===== src/sv/nfes_pkg.sv =====
// Shared codes, field widths and the store control group for the event slot pool.
package nfes_pkg;

    // Fixed field widths of the command and response words.
    localparam int OP_W     = 2;
    localparam int ID_W     = 8;
    localparam int DATA_W   = 32;
    localparam int SLOTN_W  = 4;
    localparam int STATUS_W = 2;

    // Default pool geometry.
    localparam int SLOTS_DEFAULT   = 16;
    localparam int ID_BITS_DEFAULT = 8;

    typedef logic [OP_W-1:0]     op_t;
    typedef logic [STATUS_W-1:0] status_t;

    // Operation codes.
    localparam op_t OP_CREATE = 2'd0;
    localparam op_t OP_DELETE = 2'd1;
    localparam op_t OP_READ   = 2'd2;

    // Status codes.
    localparam status_t ST_OK     = 2'd0;
    localparam status_t ST_BAD_ID = 2'd1;
    localparam status_t ST_FULL   = 2'd2;

    // Control strobes from the sequencer to the slot store.
    typedef struct packed {
        logic rd_en;
        logic wr_en;
        logic clr_en;
    } store_ctl_t;

endpackage


===== src/sv/nfes_ifs.sv =====
// Command and response channel interfaces of the event slot pool.
interface nfes_cmd_if;
    import nfes_pkg::*;

    logic                 valid;
    logic                 ready;
    op_t                  operation;
    logic [ID_W-1:0]      event_code;
    logic [DATA_W-1:0]    event_attr;
    logic [DATA_W-1:0]    event_word;
    logic [SLOTN_W-1:0]   slot_number;

    modport source (
        output valid, operation, event_code, event_attr, event_word, slot_number,
        input  ready
    );
    modport sink (
        input  valid, operation, event_code, event_attr, event_word, slot_number,
        output ready
    );
endinterface

interface nfes_rsp_if;
    import nfes_pkg::*;

    logic                 valid;
    logic                 ready;
    status_t              status;
    logic [SLOTN_W-1:0]   granted_slot;
    logic [ID_W-1:0]      read_id;
    logic [DATA_W-1:0]    read_flags;
    logic [DATA_W-1:0]    read_word;

    modport source (
        output valid, status, granted_slot, read_id, read_flags, read_word,
        input  ready
    );
    modport sink (
        input  valid, status, granted_slot, read_id, read_flags, read_word,
        output ready
    );
endinterface


===== src/sv/nfes_store.sv =====
// Slot store: synchronous entry memory with per-slot valid bits cleared at reset.
module nfes_store #(
    parameter int SLOTS   = nfes_pkg::SLOTS_DEFAULT,
    parameter int ENTRY_W = 72
) (
    input  logic                     clk,
    input  logic                     rst_n,
    input  nfes_pkg::store_ctl_t     ctl,
    input  logic [$clog2(SLOTS)-1:0] addr,
    input  logic [ENTRY_W-1:0]       wr_data,
    output logic [ENTRY_W-1:0]       rd_data,
    output logic                     rd_valid
);
    import nfes_pkg::*;

    logic [ENTRY_W-1:0] mem [SLOTS];
    logic [ENTRY_W-1:0] q_reg;
    logic [SLOTS-1:0]   valid_reg;
    logic               vq_reg;

    // Entry memory: one access per cycle, registered read data.
    always_ff @(posedge clk)
    begin
        if (ctl.wr_en)
        begin
            mem[addr] <= wr_data;
        end
        if (ctl.rd_en)
        begin
            q_reg <= mem[addr];
        end
    end

    // Valid bits: an entry never written since reset, or deleted, reads as free.
    always_ff @(posedge clk or negedge rst_n)
    begin
        if (!rst_n)
        begin
            valid_reg <= '0;
            vq_reg    <= 1'b0;
        end
        else
        begin
            if (ctl.wr_en)
            begin
                valid_reg[addr] <= 1'b1;
            end
            else if (ctl.clr_en)
            begin
                valid_reg[addr] <= 1'b0;
            end
            if (ctl.rd_en)
            begin
                vq_reg <= valid_reg[addr];
            end
        end
    end

    // A cleared entry reads back as all zero.
    assign rd_valid = vq_reg;
    assign rd_data  = vq_reg ? q_reg : '0;

endmodule


===== src/sv/next_fit_event_slot_pool.sv =====
// Top level of the next-fit event slot pool: sequencer, result register and store.
//
//  Channel | Dir | Word contents
//  --------+-----+----------------------------------------------------------
//  cmd     | in  | operation, event_code, event_attr, event_word, slot_number
//  rsp     | out | status, granted_slot, read_id, read_flags, read_word
//
// One command is in flight at a time. A delete, a rejected create or an
// out-of-range read goes straight to the response, a read waits for the
// slot data, and a create scans one slot per cycle through the single port of the slot memory.
// The response then sits in the output register until rsp.ready, and the next
// command is taken in the cycle after it leaves. Reset clears all slot valid bits
// at once, so the pool is empty and ready right after reset.
module next_fit_event_slot_pool #(
    parameter int SLOTS   = nfes_pkg::SLOTS_DEFAULT,
    parameter int ID_BITS = nfes_pkg::ID_BITS_DEFAULT
) (
    input  logic          clk,
    input  logic          rst_n,
    nfes_cmd_if.sink      cmd,
    nfes_rsp_if.source    rsp
);
    import nfes_pkg::*;

    localparam int SLOT_BITS = $clog2(SLOTS);
    localparam int WIDE_W    = (SLOT_BITS + 1 > SLOTN_W + 1) ? SLOT_BITS + 1 : SLOTN_W + 1;
    localparam int IDS_W     = (ID_BITS < ID_W) ? ID_BITS : ID_W;
    localparam int ENTRY_W   = IDS_W + 2 * DATA_W;

    localparam logic [1:0] S_IDLE = 2'd0;
    localparam logic [1:0] S_SCAN = 2'd1;
    localparam logic [1:0] S_READ = 2'd2;
    localparam logic [1:0] S_DONE = 2'd3;

    localparam logic [SLOT_BITS-1:0] LAST_SLOT = SLOT_BITS'(SLOTS - 1);

    logic [1:0]            state_reg, state_next;
    logic [SLOT_BITS-1:0]  start_reg, start_next;
    logic [SLOT_BITS-1:0]  cur_reg, cur_next;
    logic [SLOT_BITS-1:0]  tried_reg, tried_next;
    logic [IDS_W-1:0]      id_reg, id_next;
    logic [DATA_W-1:0]     flags_reg, flags_next;
    logic [DATA_W-1:0]     word_reg, word_next;
    status_t               status_reg, status_next;
    logic [SLOTN_W-1:0]    granted_reg, granted_next;
    logic [ID_W-1:0]       rid_reg, rid_next;
    logic [DATA_W-1:0]     rflags_reg, rflags_next;
    logic [DATA_W-1:0]     rword_reg, rword_next;

    store_ctl_t            ctl;
    logic [SLOT_BITS-1:0]  addr;
    logic [ENTRY_W-1:0]    rd_data;
    logic                  rd_valid;

    logic                  accept;
    logic [IDS_W-1:0]      id_cut;
    logic [WIDE_W-1:0]     slot_wide;
    logic                  in_range;
    logic [SLOT_BITS-1:0]  slot_idx;
    logic [SLOT_BITS-1:0]  cur_inc;

    // Command decode helpers.
    assign accept    = cmd.valid && cmd.ready;
    assign id_cut    = cmd.event_code[IDS_W-1:0];
    assign slot_wide = WIDE_W'(cmd.slot_number);
    assign in_range  = slot_wide < WIDE_W'(SLOTS);
    assign slot_idx  = slot_wide[SLOT_BITS-1:0];
    assign cur_inc   = (cur_reg == LAST_SLOT) ? '0 : cur_reg + 1'b1;

    // Sequencer: decode, next-fit scan, read wait and response hold.
    always_comb
    begin
        state_next   = state_reg;
        start_next   = start_reg;
        cur_next     = cur_reg;
        tried_next   = tried_reg;
        id_next      = id_reg;
        flags_next   = flags_reg;
        word_next    = word_reg;
        status_next  = status_reg;
        granted_next = granted_reg;
        rid_next     = rid_reg;
        rflags_next  = rflags_reg;
        rword_next   = rword_reg;
        ctl          = '0;
        addr         = slot_idx;

        unique case (state_reg)
            S_IDLE:
            begin
                if (accept)
                begin
                    status_next  = ST_OK;
                    granted_next = '0;
                    rid_next     = '0;
                    rflags_next  = '0;
                    rword_next   = '0;
                    state_next   = S_DONE;
                    case (cmd.operation)
                        OP_CREATE:
                        begin
                            if (id_cut == '0)
                            begin
                                status_next = ST_BAD_ID;
                            end
                            else
                            begin
                                addr       = start_reg;
                                ctl.rd_en  = 1'b1;
                                cur_next   = start_reg;
                                tried_next = '0;
                                id_next    = id_cut;
                                flags_next = cmd.event_attr;
                                word_next  = cmd.event_word;
                                state_next = S_SCAN;
                            end
                        end
                        OP_DELETE:
                        begin
                            ctl.clr_en = in_range;
                        end
                        OP_READ:
                        begin
                            if (in_range)
                            begin
                                ctl.rd_en  = 1'b1;
                                state_next = S_READ;
                            end
                        end
                        default:
                        begin
                        end
                    endcase
                end
            end
            S_SCAN:
            begin
                if (!rd_valid)
                begin
                    // Free slot found: take it and leave the search index on it.
                    addr         = cur_reg;
                    ctl.wr_en    = 1'b1;
                    start_next   = cur_reg;
                    granted_next = SLOTN_W'(cur_reg);
                    state_next   = S_DONE;
                end
                else if (tried_reg == LAST_SLOT)
                begin
                    // Every slot visited: the index stands on the slot just before its start.
                    status_next = ST_FULL;
                    state_next  = S_DONE;
                end
                else
                begin
                    addr       = cur_inc;
                    ctl.rd_en  = 1'b1;
                    cur_next   = cur_inc;
                    tried_next = tried_reg + 1'b1;
                end
            end
            S_READ:
            begin
                rid_next    = ID_W'(rd_data[ENTRY_W-1 -: IDS_W]);
                rflags_next = rd_data[2*DATA_W-1 -: DATA_W];
                rword_next  = rd_data[DATA_W-1:0];
                state_next  = S_DONE;
            end
            S_DONE:
            begin
                if (rsp.ready)
                begin
                    state_next = S_IDLE;
                end
            end
            default:
            begin
                state_next = S_IDLE;
            end
        endcase
    end

    // Control registers.
    always_ff @(posedge clk or negedge rst_n)
    begin
        if (!rst_n)
        begin
            state_reg <= S_IDLE;
            start_reg <= '0;
            cur_reg   <= '0;
            tried_reg <= '0;
        end
        else
        begin
            state_reg <= state_next;
            start_reg <= start_next;
            cur_reg   <= cur_next;
            tried_reg <= tried_next;
        end
    end

    // Payload and response registers.
    always_ff @(posedge clk)
    begin
        id_reg      <= id_next;
        flags_reg   <= flags_next;
        word_reg    <= word_next;
        status_reg  <= status_next;
        granted_reg <= granted_next;
        rid_reg     <= rid_next;
        rflags_reg  <= rflags_next;
        rword_reg   <= rword_next;
    end

    nfes_store #(
        .SLOTS   (SLOTS),
        .ENTRY_W (ENTRY_W)
    ) u_store (
        .clk      (clk),
        .rst_n    (rst_n),
        .ctl      (ctl),
        .addr     (addr),
        .wr_data  ({id_reg, flags_reg, word_reg}),
        .rd_data  (rd_data),
        .rd_valid (rd_valid)
    );

    // Channel outputs.
    assign cmd.ready        = (state_reg == S_IDLE);
    assign rsp.valid        = (state_reg == S_DONE);
    assign rsp.status       = status_reg;
    assign rsp.granted_slot = granted_reg;
    assign rsp.read_id      = rid_reg;
    assign rsp.read_flags   = rflags_reg;
    assign rsp.read_word    = rword_reg;

    // The store sees at most one kind of access per cycle.
    a_one_access: assert property (@(posedge clk) disable iff (!rst_n)
        $onehot0({ctl.rd_en, ctl.wr_en, ctl.clr_en}))
        else $error("store read, write and clear overlap");

    // A slot taken by a create becomes the next search start.
    a_start_follows: assert property (@(posedge clk) disable iff (!rst_n)
        ctl.wr_en |=> start_reg == $past(cur_reg))
        else $error("search index not left on the taken slot");

    // Only one command is in flight.
    a_single_flight: assert property (@(posedge clk) disable iff (!rst_n)
        accept |=> !cmd.ready)
        else $error("command taken while another is in flight");

endmodule

===== src/flat_wrapper.sv =====
// flat-port wrapper written by rule: the top's interface ports become plain ports
module next_fit_event_slot_pool_flat import nfes_pkg::*;
#(
    parameter int SLOTS   = nfes_pkg::SLOTS_DEFAULT,
    parameter int ID_BITS = nfes_pkg::ID_BITS_DEFAULT
)
  (clk, rst_n, cmd_valid, cmd_operation, cmd_event_code, cmd_event_attr, cmd_event_word, cmd_slot_number, cmd_ready, rsp_valid, rsp_status, rsp_granted_slot, rsp_read_id, rsp_read_flags, rsp_read_word, rsp_ready);
  nfes_cmd_if cmd_i ();
  nfes_rsp_if rsp_i ();
  input  logic clk;
  input  logic rst_n;
  input wire logic [$bits(cmd_i.valid)-1:0] cmd_valid;
  input wire logic [$bits(cmd_i.operation)-1:0] cmd_operation;
  input wire logic [$bits(cmd_i.event_code)-1:0] cmd_event_code;
  input wire logic [$bits(cmd_i.event_attr)-1:0] cmd_event_attr;
  input wire logic [$bits(cmd_i.event_word)-1:0] cmd_event_word;
  input wire logic [$bits(cmd_i.slot_number)-1:0] cmd_slot_number;
  output wire logic [$bits(cmd_i.ready)-1:0] cmd_ready;
  output wire logic [$bits(rsp_i.valid)-1:0] rsp_valid;
  output wire logic [$bits(rsp_i.status)-1:0] rsp_status;
  output wire logic [$bits(rsp_i.granted_slot)-1:0] rsp_granted_slot;
  output wire logic [$bits(rsp_i.read_id)-1:0] rsp_read_id;
  output wire logic [$bits(rsp_i.read_flags)-1:0] rsp_read_flags;
  output wire logic [$bits(rsp_i.read_word)-1:0] rsp_read_word;
  input wire logic [$bits(rsp_i.ready)-1:0] rsp_ready;
  assign cmd_i.valid = cmd_valid;
  assign cmd_i.operation = cmd_operation;
  assign cmd_i.event_code = cmd_event_code;
  assign cmd_i.event_attr = cmd_event_attr;
  assign cmd_i.event_word = cmd_event_word;
  assign cmd_i.slot_number = cmd_slot_number;
  assign cmd_ready = cmd_i.ready;
  assign rsp_valid = rsp_i.valid;
  assign rsp_status = rsp_i.status;
  assign rsp_granted_slot = rsp_i.granted_slot;
  assign rsp_read_id = rsp_i.read_id;
  assign rsp_read_flags = rsp_i.read_flags;
  assign rsp_read_word = rsp_i.read_word;
  assign rsp_i.ready = rsp_ready;
  next_fit_event_slot_pool #(.SLOTS(SLOTS), .ID_BITS(ID_BITS)) u_core (.clk(clk), .rst_n(rst_n), .cmd(cmd_i), .rsp(rsp_i));
endmodule

===== config.mk =====
export PLATFORM = sky130hd
export DESIGN_NAME = next_fit_event_slot_pool_flat
export DESIGN_NICKNAME = d
export VERILOG_FILES = /design/src/sv/nfes_pkg.sv /design/src/sv/nfes_ifs.sv /design/src/sv/nfes_store.sv /design/src/sv/next_fit_event_slot_pool.sv /design/src/flat_wrapper.sv
export SDC_FILE = /design/constraint.sdc
export NUM_CORES = 1
export LEC_CHECK = 0
export BUFFER_PORTS_ARGS = -buffer_cell sky130_fd_sc_hd__buf_2
export CAP_MARGIN = 20
export CORE_UTILIZATION = 60
export CTS_BUF_LIST = sky130_fd_sc_hd__clkbuf_4
export DETAILED_ROUTE_END_ITERATION = 16
export PLACE_DENSITY = 0.79
export SLEW_MARGIN = 20
export SYNTH_ARGS = -nofsm -noshare
export SYNTH_HDL_FRONTEND = slang
export SYNTH_SLANG_ARGS = --single-unit

===== constraint.sdc =====
create_clock -name clk -period 11.95 [get_ports clk]
set_input_delay 2.39 -clock clk [delete_from_list [all_inputs] [get_ports clk]]
set_output_delay 2.39 -clock clk [all_outputs]
set_load 0.05 [all_outputs]

* Word level (Yosys, flattened, before mapping)
Memory sizes are Yosys's and may differ from the RTL's. A register that Yosys moved wholly into a read port is not among the register bits.
Index checks and enable logic that the tools add are counted.
** Operators by class
- Multiplexer cells :: 62
- Equal/unequal tests :: 16
- Magnitude comparators :: 3
- Bitwise logic cells :: 5
- Reductions and logical operators :: 15
- Add/subtract/negate cells :: 2
** Operators with widths (number)
- $pmux 32 s2 :: 2
- $mux 4 :: 18
- $mux 72 :: 1
- $mux 16 :: 2
- $mux 32 :: 1
- $pmux 4 s2 :: 4
- $mux 2 :: 9
- $and 16x16->16 :: 1
- $mux 1 :: 16
- $not 16->16 :: 1
- $or 16x16->16 :: 1
- $pmux 8 s2 :: 1
- $ne 2x2->1 const B :: 6
- $lt 4x5->1 const B :: 2
- $add 4x1->4 const B :: 2
- $eq 4x4->1 const B :: 2
- $logic_not 8->1 :: 1
- $mux 8 :: 1
- $pmux 2 s2 :: 2
- $pmux 2 s4 :: 1
- $reduce_and 4->1 :: 2
- $eq 2x2->1 const B :: 3
- $reduce_and 3->1 :: 2
- $reduce_and 6->1 :: 1
- 12 further kinds :: 21
** Word-level totals
- Bits in writable memories :: 1152
- Register bits :: 181
- Memories kept :: 1
- Output and inout port bits :: 80
** Memories
- u_core.u_store.mem :: depth 16, width 72, rd ports 1, clocked after memory_dff 1, wr ports 1, line nfes_store.sv:16 : logic [ENTRY_W-1:0] mem [SLOTS];

* Longest topological paths before layout
- Word-level depth :: 13
- Depth in mapped cells :: 14
- Gate-level depth less buffers :: 10

* Modules after synthesis
From an unflattened synthesis, not the netlist that was laid out.
** Unflattened totals
- Cell total of the unflattened synthesis :: 2214
- Area, all modules :: 52990.8 um^2
** Modules (own cells, without submodules)
- nfes_store :: cells each 1836, area each 46762.3 um^2, times used 1
- next_fit_event_slot_pool :: cells each 378, area each 6228.5 um^2, times used 1

* Worst setup path before layout
Ideal clock, no wire load.
- Path kind :: in2reg
- From :: input cmd_valid
- To :: memory u_core.u_store.mem[4][0], enable pin
- Arrival :: 9.696 ns
- Library setup time :: 0.503 ns
- Buffers on the path :: 1
- Cell stages on the path :: 6
- Setup slack :: 1.751 ns
- Cell sequence :: nand2_2 a2111oi_4 a222oi_1 or2_2 buf_2 nor2_1
** Between the ends
- Longest elaborated chain between the ends :: 3
** RTL lines
- from (decl) :: line flat_wrapper.sv:12 : input wire logic [$bits(cmd_i.valid)-1:0] cmd_valid;
- $logic_and 1x1->1 :: line next_fit_event_slot_pool.sv:63 : assign accept = cmd.valid && cmd.ready;
- $mux 4 :: line next_fit_event_slot_pool.sv:91 : if (accept)
- $pmux 4 s2 :: line next_fit_event_slot_pool.sv:88 : unique case (state_reg)
- to (decl) :: line nfes_store.sv:16
No other way between the ends.

* Worst setup path in the final report
- From :: input cmd_valid
- To :: memory u_core.u_store.mem[3][28], enable pin
The elaborated chain is that of the path after synthesis.

==> metrics.cfg <==
[setup_path]
worstPathRequired_ps=12650
worst_setup_path_start_kind=input pin
worst_setup_path_end_kind=flip-flop
crit_type=in -> reg
cp.arrival_ps=7780
crit_fanout=62

[flow_run]
max_cap_violations=0

[yosys]
yosys_register_bits=1405
netlist_top_cells_area=edfxtp_1, mux2i_1, dfrtp_1, and3_1, buf_2
synthesis.nets=2996
synth_cells=2907
ys_warn_count=0
synth_top_area_frac=0.7439
synth_top_area_cell=edfxtp_1
ys_seq_area_frac=0.7579
synth_cell_types=54
netlist_area_um2=55470
synthArstFlopShare=0.02206
ys.flop_type=edfxtp_1
syn_avg_cell_area_um2=19.08
synth_edf_count=1374

[power]
ir_drop_mv=0.2187
p_leak_nw=24.08
power.density_nw_per_um2=235.1

[route]
vias=28190
wl_per_cell_um=24.60
wirelength_mm=117.0
drc=0
viasPerCell=5.929
drt-initial-drc-count=2572
firstDrtPassIters=5
antenna_left=0

[sta]
maxSlewViolCount=0
rsz0062_at_grt=false
relSlewSlack=0.2357
hold_viol=0
fin_tns_setup_ps=0
setup_viol=0
finalCriticalPeriod_ps=7085
clock.fmax_mhz=141.1
tightest_slew_ps=1147
finClkSkew_ps=142.1
final.period_utilization=0.5929

[clocking]
cts_tree=built
cts_resized=0
clkTransAtPathRegs_ps=60
cts_num_sinks=1405
clockBufferDepth=4
clockRootBuffer=clkbuf_4
cts_hold_buf=0
htree_levels=5
cts_setup_buffers=0
clock_latency_ps=1200
cts_buffers=354

[cells_and_area]
final_common_cell=edfxtp_1
nets=3418
largest_register_ffs=1152
instances_no_fill=4755
area_growth_pct=11.26
drive_gt1_frac=0.2152
layout_common_cells=edfxtp_1, mux2i_1, clkbuf_4

[placed_design]
gp_congestion=0.8032
numPortBuffers=161
dp_cells=4159
dp_hpwl_mm=58.65

[global_route]
antenna_found_initial=2
grt_usage=0.2515
grt_max_degree=145
grt_pass1_wl_mm=174.3
first_global_vias=29480
overflow=0

[floorplanning]
die_h_um=306.0
die_area_um2=93660
rows=111
die_width_um=306.0
floorplan.initialDensity=0.6051
pin_count=162
core_um2=91660

[outcome]
status=complete, no violations

[hold_path]
hold_path_class=reg -> reg

cell usage after synthesis, drive strengths merged (3+ instances only):
library cell / count
nor4: 3
edfxtp: 1374
mux2: 4
buf: 114
xor2: 3
ha: 7
nand3: 5
nor3b: 3
and3: 73
a21oi: 4
or2: 5
inv: 7
and2: 5
nand2b: 4
clkbuf: 35
nand2: 26
dfrtp: 31
mux2i: 1092
or3: 6
o21ai: 43
nor2: 29
nor3: 4
a31oi: 4
cell type report:
cell class	instances	area (um^2)
clock buffers	490	3679
flip-flops and latches	1405	42040
diodes	1	2.502
clock inverters	105	561.8
well taps	1186	1484
fillers	5918	29950
repair buffers	215	1261
multi-input cells	1346	12650
inverters	7	33.78
worst max-delay path, cell delays in order:
cell and delay (ps):
buf_2 100, nand2_2 120, a2111oi_4 360, buf_4 590
mux2_2 430, nor3b_4 230, buf_4 810, nand3_1 630
nor2_4 870, buf_4 530, buf_4 620
metal layers:
metal  track usage  wire length (um)  vias up
li1              -                 -    12540
met5             0                 0        -
met3       0.05067              7953      168
met4       0.08356              2111        0
met2        0.4187             58600     1192
met1        0.3340             48310    14290
worst paths after layout:
path	startpoint	end	slack, ps	cells after the start
max	cmd_valid	u_core.u_store.mem[3][28]	4860	11
min	u_core.u_store.q_reg[48]	u_core.rsp.read_flags[16]	450	1
max reg2reg	u_core.state_reg[0]	u_core.u_store.mem[3][28]	5040	12
min reg2reg	u_core.u_store.q_reg[48]	u_core.rsp.read_flags[16]	450	1
max in group asynchronous	rst_n	u_core.u_store.rd_valid	10020	1
min in group asynchronous	rst_n	async pin	1360	1
per-stage QoR:
step / utilization / setup slack [ps] / total power (W) / hold slack [ps] / area (um^2)
floorplan: - / 1751 / 0.009770 / 463.5 / 55470
global placement: 0.6270 / 3716 / 0.01065 / 480.5 / 57470
detailed placement: 0.6270 / 3616 / 0.01079 / 493.3 / 57470
CTS: 0.6732 / 4791 / 0.01461 / 448.7 / 61710
global route: 0.6732 / 4630 / 0.01514 / 501.8 / 61710
finish: 0.6732 / 4865 / 0.01451 / 447.6 / 61710
report_power, final:
part | switching [W] | internal, W
Combinational | 0.00279 | 0.00165
Sequential | 0.000213 | 0.00604
Clock | 0.00182 | 0.00200
Total | 0.00482 | 0.00969
cells by family after synthesis:
kind of cell / share of synthesized area
simple gates: 0.01694
fa+ha+maj: 0.001579
xor+xnor: 0.0004738
flops: 0.7579
buf+inv: 0.01708
compound gates: 0.008189
mux: 0.1979
(Power assumes the default switching activity.)
